## config.mk

```make
export PLATFORM = sky130hd
export DESIGN_NAME = decimal_text_to_bcd_real
export DESIGN_NICKNAME = d
export VERILOG_FILES = /design/src/hdl/dtbr_pkg.sv /design/src/hdl/decimal_text_to_bcd_real.sv /design/src/hdl/dtbr_parse.sv /design/src/hdl/dtbr_round.sv
export SDC_FILE = /design/constraint.sdc
export NUM_CORES = 1
export LEC_CHECK = 0
export BUFFER_PORTS_ARGS = -buffer_cell sky130_fd_sc_hd__buf_4
export CAP_MARGIN = 10
export CORE_ASPECT_RATIO = 1.5
export CORE_MARGIN = 2
export CORE_UTILIZATION = 57
export CTS_BUF_LIST = sky130_fd_sc_hd__clkbuf_4 sky130_fd_sc_hd__clkbuf_8
export DETAILED_ROUTE_END_ITERATION = 12
export GPL_ROUTABILITY_DRIVEN = 0
export PLACE_DENSITY = 0.79
export RECOVER_POWER = 25
export SETUP_SLACK_MARGIN = 0.02
export SYNTH_ARGS = -nofsm -noshare
export SYNTH_HDL_FRONTEND = slang
export SYNTH_SLANG_ARGS = --single-unit
```

## constraint.sdc

```tcl
create_clock -name clk -period 4.1 [get_ports clk]
set_input_delay 0.82 -clock clk [delete_from_list [all_inputs] [get_ports clk]]
set_output_delay 0.82 -clock clk [all_outputs]
set_load 0.02 [all_outputs]
```

## src/hdl/dtbr_pkg.sv

```systemverilog
// ----------------------------------------------------------------------------
// dtbr_pkg
// Shared constants and types of the decimal text to BCD real converter.
// ----------------------------------------------------------------------------
package dtbr_pkg;

    // Digits in the packed result; one more is kept for rounding.
    localparam int KEPT_DIGITS = 14;
    localparam int STORE_DEPTH = KEPT_DIGITS + 1;
    localparam int CNT_W       = $clog2(STORE_DEPTH + 1);
    localparam int SHIFT_W     = 8;
    localparam int EXPV_W      = 7;
    localparam int ESUM_W      = 10;

    localparam int EXP_BIAS  = 64;
    localparam int EXP_LIMIT = 63;
    localparam int EXP_SAT   = 127;
    localparam int ROUND_MIN = 5;

    localparam logic [7:0] CH_MINUS = 8'h2D;
    localparam logic [7:0] CH_PLUS  = 8'h2B;
    localparam logic [7:0] CH_POINT = 8'h2E;
    localparam logic [7:0] CH_ZERO  = 8'h30;
    localparam logic [7:0] CH_NINE  = 8'h39;
    localparam logic [7:0] CH_E_UP  = 8'h45;
    localparam logic [7:0] CH_E_LO  = 8'h65;
    localparam logic [7:0] CH_D_UP  = 8'h44;
    localparam logic [7:0] CH_D_LO  = 8'h64;

    typedef enum logic [1:0] {
        STAT_OK      = 2'd0,
        STAT_POINT   = 2'd1,
        STAT_EXP_OVF = 2'd2
    } status_t;

    // Parsed number as handed from the parser to the rounding logic.
    typedef struct packed {
        logic                                neg;
        logic                                syn_err;
        logic                                lead_zero;
        logic [STORE_DEPTH-1:0][3:0]         digits;
        logic signed [SHIFT_W-1:0]           shift;
        logic [EXPV_W-1:0]                   exp_val;
        logic                                exp_neg;
    } dtbr_snap_t;

    localparam dtbr_snap_t SNAP_INIT = '{
        neg:       1'b0,
        syn_err:   1'b0,
        lead_zero: 1'b1,
        digits:    '0,
        shift:     '0,
        exp_val:   '0,
        exp_neg:   1'b0
    };

endpackage

```

## src/hdl/decimal_text_to_bcd_real.sv

```systemverilog
// ----------------------------------------------------------------------------
// decimal_text_to_bcd_real
// Reads decimal number text one character a beat and emits an 8-byte BCD
// real with status on the beat that ends the text.
//
//   channel  | direction | tdata                  | tuser    | tlast
//   s_axis   | in        | [7:0] character        | -        | last_char
//   m_axis   | out       | [63:0] encoded_value   | [1:0] st | -
//
// One character is accepted every cycle while the result side keeps up.
// A result passes through the parser snapshot register and, after rounding,
// the output register. Characters other than the last produce no result
// beat. rst_n clears the parser state and both valid flags at once.
// A stall on m_axis holds the output register; the snapshot register then
// fills and s_axis stalls once it is full.
// ----------------------------------------------------------------------------
module decimal_text_to_bcd_real
    import dtbr_pkg::*;
(
    input  logic        clk,
    input  logic        rst_n,
    input  logic        s_axis_tvalid,
    output logic        s_axis_tready,
    input  logic [7:0]  s_axis_tdata,   // [7:0] character
    input  logic        s_axis_tlast,
    output logic        m_axis_tvalid,
    input  logic        m_axis_tready,
    output logic [63:0] m_axis_tdata,   // [63:0] encoded_value
    output logic [1:0]  m_axis_tuser    // [1:0] status
);

    dtbr_snap_t  snap;
    logic        snap_valid;
    logic        out_free;
    logic        take;
    logic        beat;
    logic [63:0] value;
    status_t     status;

    logic        out_valid_reg;
    logic [63:0] out_data_reg;
    status_t     out_user_reg;

    assign out_free      = !out_valid_reg || m_axis_tready;
    assign take          = snap_valid && out_free;
    assign s_axis_tready = !snap_valid || out_free;
    assign beat          = s_axis_tvalid && s_axis_tready;

    dtbr_parse u_parse (
        .clk        (clk),
        .rst_n      (rst_n),
        .beat       (beat),
        .ch         (s_axis_tdata),
        .last       (s_axis_tlast),
        .take       (take),
        .snap       (snap),
        .snap_valid (snap_valid)
    );

    dtbr_round u_round (
        .snap   (snap),
        .value  (value),
        .status (status)
    );

    always_ff @(posedge clk or negedge rst_n)
    begin
        if (!rst_n)
            out_valid_reg <= 1'b0;
        else if (take)
            out_valid_reg <= 1'b1;
        else if (m_axis_tready)
            out_valid_reg <= 1'b0;
    end

    always_ff @(posedge clk)
    begin
        if (take)
        begin
            out_data_reg <= value;
            out_user_reg <= status;
        end
    end

    assign m_axis_tvalid = out_valid_reg;
    assign m_axis_tdata  = out_data_reg;
    assign m_axis_tuser  = out_user_reg;

endmodule

```

## src/hdl/dtbr_parse.sv

```systemverilog
// ----------------------------------------------------------------------------
// dtbr_parse
// Character parser: mantissa digits, point, exponent; hands the parsed number
// to a snapshot register on the last character of the text.
// ----------------------------------------------------------------------------
module dtbr_parse
    import dtbr_pkg::*;
(
    input  logic       clk,
    input  logic       rst_n,
    input  logic       beat,
    input  logic [7:0] ch,
    input  logic       last,
    input  logic       take,
    output dtbr_snap_t snap,
    output logic       snap_valid
);

    typedef enum logic [2:0] {
        PH_SIGN,
        PH_MANT,
        PH_ESIGN,
        PH_EDIG,
        PH_STOP
    } phase_t;

    localparam int EXPS_W = 10;
    localparam logic signed [SHIFT_W-1:0] SHIFT_MAX = {1'b0, {(SHIFT_W-1){1'b1}}};
    localparam logic signed [SHIFT_W-1:0] SHIFT_MIN = {1'b1, {(SHIFT_W-1){1'b0}}};

    phase_t           phase_reg, phase_next;
    logic             point_reg, point_next;
    logic [CNT_W-1:0] count_reg, count_next;
    dtbr_snap_t       num_reg, num_next;
    dtbr_snap_t       snap_reg;
    logic             snap_valid_reg;

    logic              is_dig;
    logic [3:0]        dval;
    logic              is_exp_mark;
    logic              do_mant;
    logic              do_exp;
    logic [EXPS_W-1:0] exp_sum;

    assign is_dig      = (ch >= CH_ZERO) && (ch <= CH_NINE);
    assign dval        = ch[3:0];
    assign is_exp_mark = (ch == CH_E_UP) || (ch == CH_E_LO) ||
                         (ch == CH_D_UP) || (ch == CH_D_LO);
    assign exp_sum     = {{(EXPS_W-EXPV_W){1'b0}}, num_reg.exp_val} * EXPS_W'(10)
                         + {{(EXPS_W-4){1'b0}}, dval};

    always_comb
    begin
        phase_next = phase_reg;
        point_next = point_reg;
        count_next = count_reg;
        num_next   = num_reg;
        do_mant    = 1'b0;
        do_exp     = 1'b0;

        case (phase_reg)
            PH_SIGN:
            begin
                phase_next = PH_MANT;
                if (ch == CH_MINUS)
                    num_next.neg = 1'b1;
                else
                    do_mant = 1'b1;
            end
            PH_MANT:
                do_mant = 1'b1;
            PH_ESIGN:
            begin
                phase_next = PH_EDIG;
                if (ch == CH_MINUS)
                    num_next.exp_neg = 1'b1;
                else if (ch != CH_PLUS)
                    do_exp = 1'b1;
            end
            PH_EDIG:
                do_exp = 1'b1;
            default:
                ;
        endcase

        if (do_mant)
        begin
            if (is_dig)
            begin
                if (num_reg.lead_zero && (dval == 4'd0))
                begin
                    // leading zero: dropped; after the point it also lowers the shift
                    if (point_reg && (num_reg.shift != SHIFT_MIN))
                        num_next.shift = num_reg.shift - SHIFT_W'(1);
                end
                else
                begin
                    num_next.lead_zero = 1'b0;
                    if (count_reg < CNT_W'(STORE_DEPTH))
                    begin
                        for (int i = 0; i < STORE_DEPTH; i++)
                            if (count_reg == CNT_W'(i))
                                num_next.digits[i] = dval;
                        count_next = count_reg + CNT_W'(1);
                    end
                    if (!point_reg && (num_reg.shift != SHIFT_MAX))
                        num_next.shift = num_reg.shift + SHIFT_W'(1);
                end
            end
            else if (ch == CH_POINT)
            begin
                if (point_reg)
                begin
                    num_next.syn_err = 1'b1;
                    phase_next       = PH_STOP;
                end
                else
                    point_next = 1'b1;
            end
            else if (is_exp_mark)
                phase_next = PH_ESIGN;
            else
                phase_next = PH_STOP;
        end

        if (do_exp)
        begin
            if (!is_dig)
                phase_next = PH_STOP;
            else if (exp_sum > EXPS_W'(EXP_LIMIT))
            begin
                // stop collecting and saturate
                num_next.exp_val = (exp_sum > EXPS_W'(EXP_SAT)) ? EXPV_W'(EXP_SAT)
                                                                 : exp_sum[EXPV_W-1:0];
                phase_next       = PH_STOP;
            end
            else
                num_next.exp_val = exp_sum[EXPV_W-1:0];
        end
    end

    always_ff @(posedge clk or negedge rst_n)
    begin
        if (!rst_n)
        begin
            phase_reg      <= PH_SIGN;
            point_reg      <= 1'b0;
            count_reg      <= '0;
            num_reg        <= SNAP_INIT;
            snap_valid_reg <= 1'b0;
        end
        else
        begin
            if (beat && last)
                snap_valid_reg <= 1'b1;
            else if (take)
                snap_valid_reg <= 1'b0;
            if (beat)
            begin
                if (last)
                begin
                    // text complete: start the next number from scratch
                    phase_reg <= PH_SIGN;
                    point_reg <= 1'b0;
                    count_reg <= '0;
                    num_reg   <= SNAP_INIT;
                end
                else
                begin
                    phase_reg <= phase_next;
                    point_reg <= point_next;
                    count_reg <= count_next;
                    num_reg   <= num_next;
                end
            end
        end
    end

    always_ff @(posedge clk)
    begin
        if (beat && last)
            snap_reg <= num_next;
    end

    assign snap       = snap_reg;
    assign snap_valid = snap_valid_reg;

endmodule

```

## src/hdl/dtbr_round.sv

```systemverilog
// ----------------------------------------------------------------------------
// dtbr_round
// Rounds the parsed digits half up and packs sign, excess-64 exponent and
// BCD digits into the 8-byte result, with status.
// ----------------------------------------------------------------------------
module dtbr_round
    import dtbr_pkg::*;
(
    input  dtbr_snap_t  snap,
    output logic [63:0] value,
    output status_t     status
);

    localparam logic signed [ESUM_W-1:0] E_MAX  = ESUM_W'(EXP_LIMIT);
    localparam logic signed [ESUM_W-1:0] E_MIN  = -ESUM_W'(EXP_BIAS);
    localparam logic signed [ESUM_W-1:0] E_BIAS = ESUM_W'(EXP_BIAS);

    logic [KEPT_DIGITS-1:0]      nine;
    logic [KEPT_DIGITS-1:0]      carry;
    logic [KEPT_DIGITS-1:0][3:0] rd;
    logic                        round_up;
    logic                        top_carry;
    logic signed [ESUM_W-1:0]    shift_x;
    logic signed [ESUM_W-1:0]    exp_x;
    logic signed [ESUM_W-1:0]    e_sum;
    logic signed [ESUM_W-1:0]    e_fin;
    logic signed [ESUM_W-1:0]    e_biased;
    logic [55:0]                 mant;

    assign round_up = snap.digits[KEPT_DIGITS] >= 4'(ROUND_MIN);

    always_comb
    begin
        logic c;
        c = 1'b0;
        for (int i = 0; i < KEPT_DIGITS; i++)
            nine[i] = (snap.digits[i] == 4'd9);
        // a digit takes the carry when every digit below it is a nine
        for (int i = 0; i < KEPT_DIGITS; i++)
        begin
            c = round_up;
            for (int j = 0; j < KEPT_DIGITS; j++)
                if (j > i)
                    c = c & nine[j];
            carry[i] = c;
        end
        top_carry = carry[0] & nine[0];
        for (int i = 0; i < KEPT_DIGITS; i++)
        begin
            if (!carry[i])
                rd[i] = snap.digits[i];
            else if (nine[i])
                rd[i] = 4'd0;
            else
                rd[i] = snap.digits[i] + 4'd1;
        end
        if (top_carry)
            rd[0] = 4'd1;
    end

    assign shift_x = {{(ESUM_W-SHIFT_W){snap.shift[SHIFT_W-1]}}, snap.shift};
    assign exp_x   = {{(ESUM_W-EXPV_W){1'b0}}, snap.exp_val};
    assign e_sum   = snap.exp_neg ? (shift_x - exp_x) : (shift_x + exp_x);
    assign e_fin   = e_sum + {{(ESUM_W-1){1'b0}}, top_carry};
    assign e_biased = e_fin + E_BIAS;

    always_comb
    begin
        mant = '0;
        for (int i = 0; i < KEPT_DIGITS; i++)
            mant[55-4*i -: 4] = rd[i];
    end

    always_comb
    begin
        value  = '0;
        status = STAT_OK;
        if (snap.syn_err)
            status = STAT_POINT;
        else if (snap.lead_zero)
            status = STAT_OK;
        else if (e_fin > E_MAX)
            status = STAT_EXP_OVF;
        else if (e_fin > E_MIN)
            value = {snap.neg, e_biased[6:0], mant};
    end

endmodule

```

# --- After elaboration in Yosys (flattened, before gate mapping) ---
# Index checks and enable logic that the tools add are counted.
totals:
  register_bits: 234
  input_bits: 13
  wordCells: 340
  out_inout_bits: 68
op_classes:
  addsub: 22
  n_eq_ne: 42
  n_lt_le_gt_ge: 8
  n_mux: 94
  n_reduce_logical: 29
  multipliers: 1
  bitwise_logic: 93
ops:
  columns: ["operator", "n"]
  rows:
  - ["4-bit 2-to-1 mux", 48]
  - ["1-bit AND", 92]
  - ["4-bit equality test (second input constant)", 21]
  - ["79-bit 2-to-1 mux", 1]
  - ["70-bit 2-to-1 mux", 1]
  - ["69-bit 2-to-1 mux", 1]
  - ["61-bit 2-to-1 mux", 1]
  - ["4-bit by 1-bit adder with 4-bit output (second input constant)", 15]
  - ["60-bit 2-to-1 mux", 1]
  - ["8-bit by 7-bit equality test with 1-bit output (second input constant)", 4]
  - ["10-bit by 7-bit greater-than comparator with 1-bit output (second input constant)", 3]
  - ["7-bit 2-to-1 mux", 4]
  - ["3-bit 2-to-1 mux", 9]
  - ["8-bit 2-to-1 mux", 3]
  - ["1-bit 2-to-1 mux", 20]
  - ["4-bit by 3-bit equality test with 1-bit output (second input constant)", 4]
  - ["8-bit by 6-bit equality test with 1-bit output (second input constant)", 2]
  - ["8-bit != test (second input constant)", 2]
  - ["2-bit nonzero test", 6]
  - ["10-bit by 1-bit adder with 10-bit output", 1]
  - ["10-bit by 4-bit adder with 10-bit output", 1]
  - ["10-bit by 6-bit greater-than comparator with 1-bit output (second input constant)", 1]
  - ["10-bit 2-to-1 mux", 1]
  - ["8-bit by 8-bit adder with 9-bit output", 1]
  - ["29 further kinds", 46]

# --- Logic depth before layout (Yosys ltp) ---
logic_depth:
  ltp_word: 19
  ltp_mapped: 16
  mapped_depth_nobuf: 15

# --- Cells and area by module ---
# A second synthesis with hierarchy kept.
unflattened:
  cells_unflattened: 1209
  area_unflattened_um2: 12668.4
by_module_without_submodules:
  columns: ["mod", "cells_per_inst", "seq_area_each_um2", "instances", "area_each_um2"]
  rows:
  - ["dtbr_parse", 725, 4575.6, 1, 7996.4]
  - ["dtbr_round", 411, 0.0, 1, 2621.3]
  - ["decimal_text_to_bcd_real", 73, 2006.9, 1, 2050.7]

# --- Worst setup path before layout ---
# OpenSTA, ideal clock, no wires.
synth_path:
  path_type: "reg-to-reg"
  startpoint: "register u_parse.snap_reg (netlist bit u_parse.snap[41])"
  endpoint: "register out_data_reg[7], in the netlist m_axis_tdata[7], data pin"
  synth_period_minus_slack_ns: 4.093
  arrival_time_ns: 3.827
  path_slack_ns: 0.007
  stages_incl_launch_ff: 16
  path_buffers: 1
  cell_sequence: "edfxtp_1 -> and4bb_1 -> nand3_1 -> or4b_4 -> nor4_4 -> nand3_1 -> nor4_1 -> ha_1 -> ha_1 -> nor3_1 -> nand2b_1 -> a211oi_1 -> a211oi_2 -> o31ai_4 -> buf_6 -> a211oi_2"
synth_between:
  elab_chain_len: 14
  elab_cells_between_ends: 15
  cone_classes: "1 x add/sub; 2 x order compare; 1 x eq/ne; 10 x bitwise; 1 x reduce/logical"
synth_rtl:
  columns: ["item", "line", "text"]
  rows:
  - ["start, declared", "dtbr_parse.sv:35", "dtbr_snap_t snap_reg;"]
  - ["start signal, assigned", "dtbr_parse.sv:182", "snap_reg <= num_next;"]
  - ["4-bit equality test (*)", "dtbr_round.sv:37", "nine[i] = (snap.digits[i] == 4'd9);"]
  - ["1-bit AND (*) (8 in a row)", "dtbr_round.sv:44", "c = c & nine[j];"]
  - ["1-bit AND (*)", "dtbr_round.sv:47", "top_carry = carry[0] & nine[0];"]
  - ["10-bit by 1-bit adder with 10-bit output (*)", "dtbr_round.sv:64", "assign e_fin = e_sum + {{(ESUM_W-1){1'b0}}, top_carry};"]
  - ["10-bit by 7-bit greater-than comparator with 1-bit output", "dtbr_round.sv:84", "else if (e_fin > E_MIN)"]
  - ["1-bit NOT (no line)", null, null]
  - ["4-bit OR reduction (no line) (*)", null, null]
  - ["end signal, assigned", "decimal_text_to_bcd_real.sv:80", "out_data_reg <= value;"]
  - ["end, declared", "decimal_text_to_bcd_real.sv:41", "logic [63:0] out_data_reg;"]
# Every way passes the cells marked *; elsewhere a longest branch is shown, timed or not.
# A chain may end at the register's enable or synchronous reset.

# --- Worst setup path after layout ---
layout_path:
  startpoint: "register u_parse.snap_reg (netlist bit u_parse.snap[37])"
  endpoint: "register out_data_reg[52], in the netlist m_axis_tdata[52], data pin"
layout_between:
  elab_chain_len: 15
  elab_cells_between_ends: 18
  cone_classes: "1 x add/sub; 2 x order compare; 1 x eq/ne; 2 x mux; 11 x bitwise; 1 x reduce/logical"
layout_rtl:
  columns: ["item", "line"]
  rows:
  - ["4-bit equality test (*)", "dtbr_round.sv:37"]
  - ["1-bit AND (*) (9 in a row)", "dtbr_round.sv:44"]
  - ["1-bit AND", "dtbr_round.sv:47"]
  - ["10-bit by 1-bit adder with 10-bit output", "dtbr_round.sv:64"]
  - ["10-bit by 7-bit greater-than comparator with 1-bit output", "dtbr_round.sv:84"]
  - ["1-bit NOT (no line)", null]
  - ["4-bit OR reduction (no line)", null]
# Marked as above.

==> flow_metrics.py <==
metrics = {
    "routing": {
        "drc": 0,
        "detail-route-antenna-nets": 0,
        "vias_per_cell": 6.23,
        "initialDrtViolationCount": 811,
        "drt-total-wl_mm": 31.8,
        "dr.pass1.iters": 5,
        "wl_per_cell_um": 19.2,
        "vias": 10300,
    },
    "die": {
        "start_util_pct": 58.3,
        "fp.coreArea_um2": 21800,
        "io_pins": 81,
        "dieArea_um2": 23500,
        "dieWidth_um": 126,
        "core.rowCount": 66,
        "die_h_um": 187,
    },
    "clock_network": {
        "root_buffer": "clkbuf_8",
        "cts_sinks": 234,
        "cts_buffer_depth": 3,
        "cts_inserted_buffers": 35,
        "htreeDepth": 2,
        "ctsHoldBuffers": 0,
        "cts_tree": "done",
        "insertion_delay_ps": 530,
        "path_clk_slew_ps": 60,
    },
    "power": {
        "power_density_nw_per_um2": 372,
        "ir_worst_vdd_uv": 329,
        "leakage_nw": 5.87,
    },
    "worst_setup_path": {
        "cp_num_buf_inv": 3,
        "crit_fanout": 6,
        "worstReg2RegEnd": "m_axis_tdata[52]",
        "timing.reg2reg.setup_slack_ps": -120,
        "r2r_cells": 17,
        "startpoint_type": "register",
        "critPathCaptureType": "register",
        "slowest_delay_ps": 560,
        "worstPathRequired_ps": 4440,
        "crit_path_frequent_cell": "buf_12",
        "critPathTopFamily": "simple AND/OR/NAND/NOR gates",
        "path_cells": "nor3b_2 > nand3_2 > or4b_4 > nor4_4 > nand3_1 > nor4_2 > ha_2 > ha_4 > xor2_2 > nor3_2 > a2111o_1 > a211oi_2 > o31ai_4 > buf_12 > buf_12 > buf_4 > nor4b_4",
        "r2r_start": "u_parse.snap[37]",
        "crit_slowest_cell": "or4b_4",
        "arrival_ps": 4560,
        "critical_path_class": "register to register",
    },
    "synth": {
        "yosysSeqAreaShare_pct": 51.8,
        "ys_top_cells_by_area": "edfxtp_1, dfrtp_1, nand2_1",
        "yosysTopAreaCellShare_pct": 34.3,
        "synth_area_um2": 12700,
        "syn_nets": 1278,
        "synth_ff_type": "edfxtp_1",
        "yosys.cell_types.count": 80,
        "syn_inst": 1231,
        "syn_avg_cell_area_um2": 10.3,
        "ys_warn_count": 0,
        "synth_edf_count": 145,
        "synth_top_area_cell": "edfxtp_1",
        "synth_seq_cells": 234,
        "synthArstFlopShare_pct": 38.0,
    },
    "min_path": {
        "hold_path.class": "register to register",
        "holdPathEnd": "u_parse.num_reg[54]",
        "hold_depth": 2,
        "min-delay-start": "u_parse.num_reg[54]",
    },
    "sta": {
        "max_freq_mhz": 237,
        "worst_pin_slew_ps": 3210,
        "clock_skew_ps": 19.8,
        "hold_viol_final": 0,
        "period_share_pct": 103,
        "rsz0062_at_grt": "true",
        "setup_violations": 21,
        "worst_slack_ps": -117,
        "period_minus_slack_ps": 4220,
        "holdWs_ps": 492,
        "relSlewSlack_pct": -114,
        "slew_viol_final": 84,
    },
    "cells_and_area": {
        "layout-drive-gt1-share_pct": 22.6,
        "n_antenna_cell": 0,
        "mostFrequentLayoutCell": "nand2_1",
        "final_cell_mix": "nand2_1, edfxtp_1, buf_4",
        "num-nets-final": 1404,
        "post-route-util_pct": 70.1,
        "syn2layout_area_growth_pct": 20.2,
        "final_area_um2": 15300,
    },
    "placement": {
        "io_buffer_count": 80,
        "pre_cts_ws_ps": -337,
        "place_area_um2": 13900,
        "dpl.hpwl_mm": 20.1,
    },
    "global_route": {
        "grt_use_total_pct": 25.3,
        "grt_pass1_wl_mm": 49.1,
        "antenna_found_initial": 0,
        "grt_pass1_vias": 9949,
        "grt_start_max_net_pins": 83,
        "gr-total-overflow": 0,
    },
    "run_status": {
        "violations": "max-capacitance violations, max-slew violations, negative setup slack",
        "status": "finished with violations",
    },
    "job": {
        "maxCapViolCount": 2,
    },
}
==> Yosys cell counts (9+ instances only) <==
| master | number |
|---|---|
| a21o_1 | 11 |
| a21oi_1 | 33 |
| a22o_1 | 9 |
| a22oi_1 | 33 |
| clkbuf_1 | 46 |
| dfrtp_1 | 88 |
| edfxtp_1 | 145 |
| ha_1 | 31 |
| inv_1 | 43 |
| nand2_1 | 178 |
| nand2b_1 | 23 |
| nand3_1 | 34 |
| nand4_1 | 17 |
| nor2_1 | 58 |
| nor2b_1 | 21 |
| nor3_1 | 59 |
| nor3_2 | 9 |
| nor3b_1 | 12 |
| o21ai_0 | 123 |
| o221ai_1 | 34 |
| xnor2_1 | 37 |
| xor2_1 | 22 |
==> repair_timing <==
item | in CTS | in global routing
endpoints found under the setup margin | 64 | 64
buffers inserted | 3 | 9
gates resized for setup | 16 | 85
gates cloned | 0 | 4
pin swaps | 4 | 47
==> cells by family (layout without fill, tap and decap cells) <==
| kind of cell | after synthesis | count (layout) | share of synthesized area (%) |
|---|---|---|---|
| simple gates | 470 | 470 | 19.2 |
| compound gates | 316 | 316 | 17.1 |
| flops | 234 | 234 | 51.8 |
| buf+inv | 110 | 261 | 3.70 |
| xor+xnor | 60 | 60 | 4.19 |
| fa+ha+maj | 34 | 34 | 3.52 |
| mux | 7 | 7 | 0.561 |
==> final cells by class <==
type	count	area, um2
clock buffers	49	593
fillers	1524	6530
flip-flops and latches	234	6580
repair buffers	156	1370
clock inverters	13	163
inverters	43	161
well taps	272	340
multi-input cells	887	6070
==> tightest hold or removal path: stages (launching register included) <==
cell and delay, ps:
dfrtp_1 340, nand2_1 50, o221ai_1 60
==> stage by stage <==
| stage | TNS [ps] | cells | power, mW |
|---|---|---|---|
| after floorplan | 0 | 1231 | 3.22 |
| after global placement | -6400 | 1576 | 3.46 |
| after detailed placement | -14730 | 1576 | 3.49 |
| after CTS | -4.97 | 1641 | 5.57 |
| after global routing | -12460 | 1654 | 5.89 |
| final | -664 | 1654 | 5.68 |
==> per-layer routing <==
metal,vias up,GRT usage [%],wire length [um]
li1,4816,-,-
met1,4943,30.4,11700
met2,445,44.5,16700
met3,103,3.49,1880
met4,0,12.4,1490
met5,-,0,0
==> worst max-delay path by stage <==
stage,cells after the start,endpoint,start
final,17,m_axis_tdata[52],u_parse.snap[37]
after global routing,17,m_axis_tdata[52],u_parse.snap[37]
after CTS,16,m_axis_tdata[47],u_parse.snap[41]
after detailed placement,16,m_axis_tdata[23],u_parse.snap[42]
after global placement,16,m_axis_tdata[47],u_parse.snap[42]
after floorplan,15,m_axis_tdata[7],u_parse.snap[41]
==> power by group <==
| part | internal (mW) | leakage [nW] | switching (mW) |
|---|---|---|---|
| sequential | 2.63 | 2.63 | 0.0695 |
| combinational | 0.302 | 2.84 | 0.588 |
| clock | 1.19 | 0.397 | 0.901 |
Power figures use the tool's default switching activity.
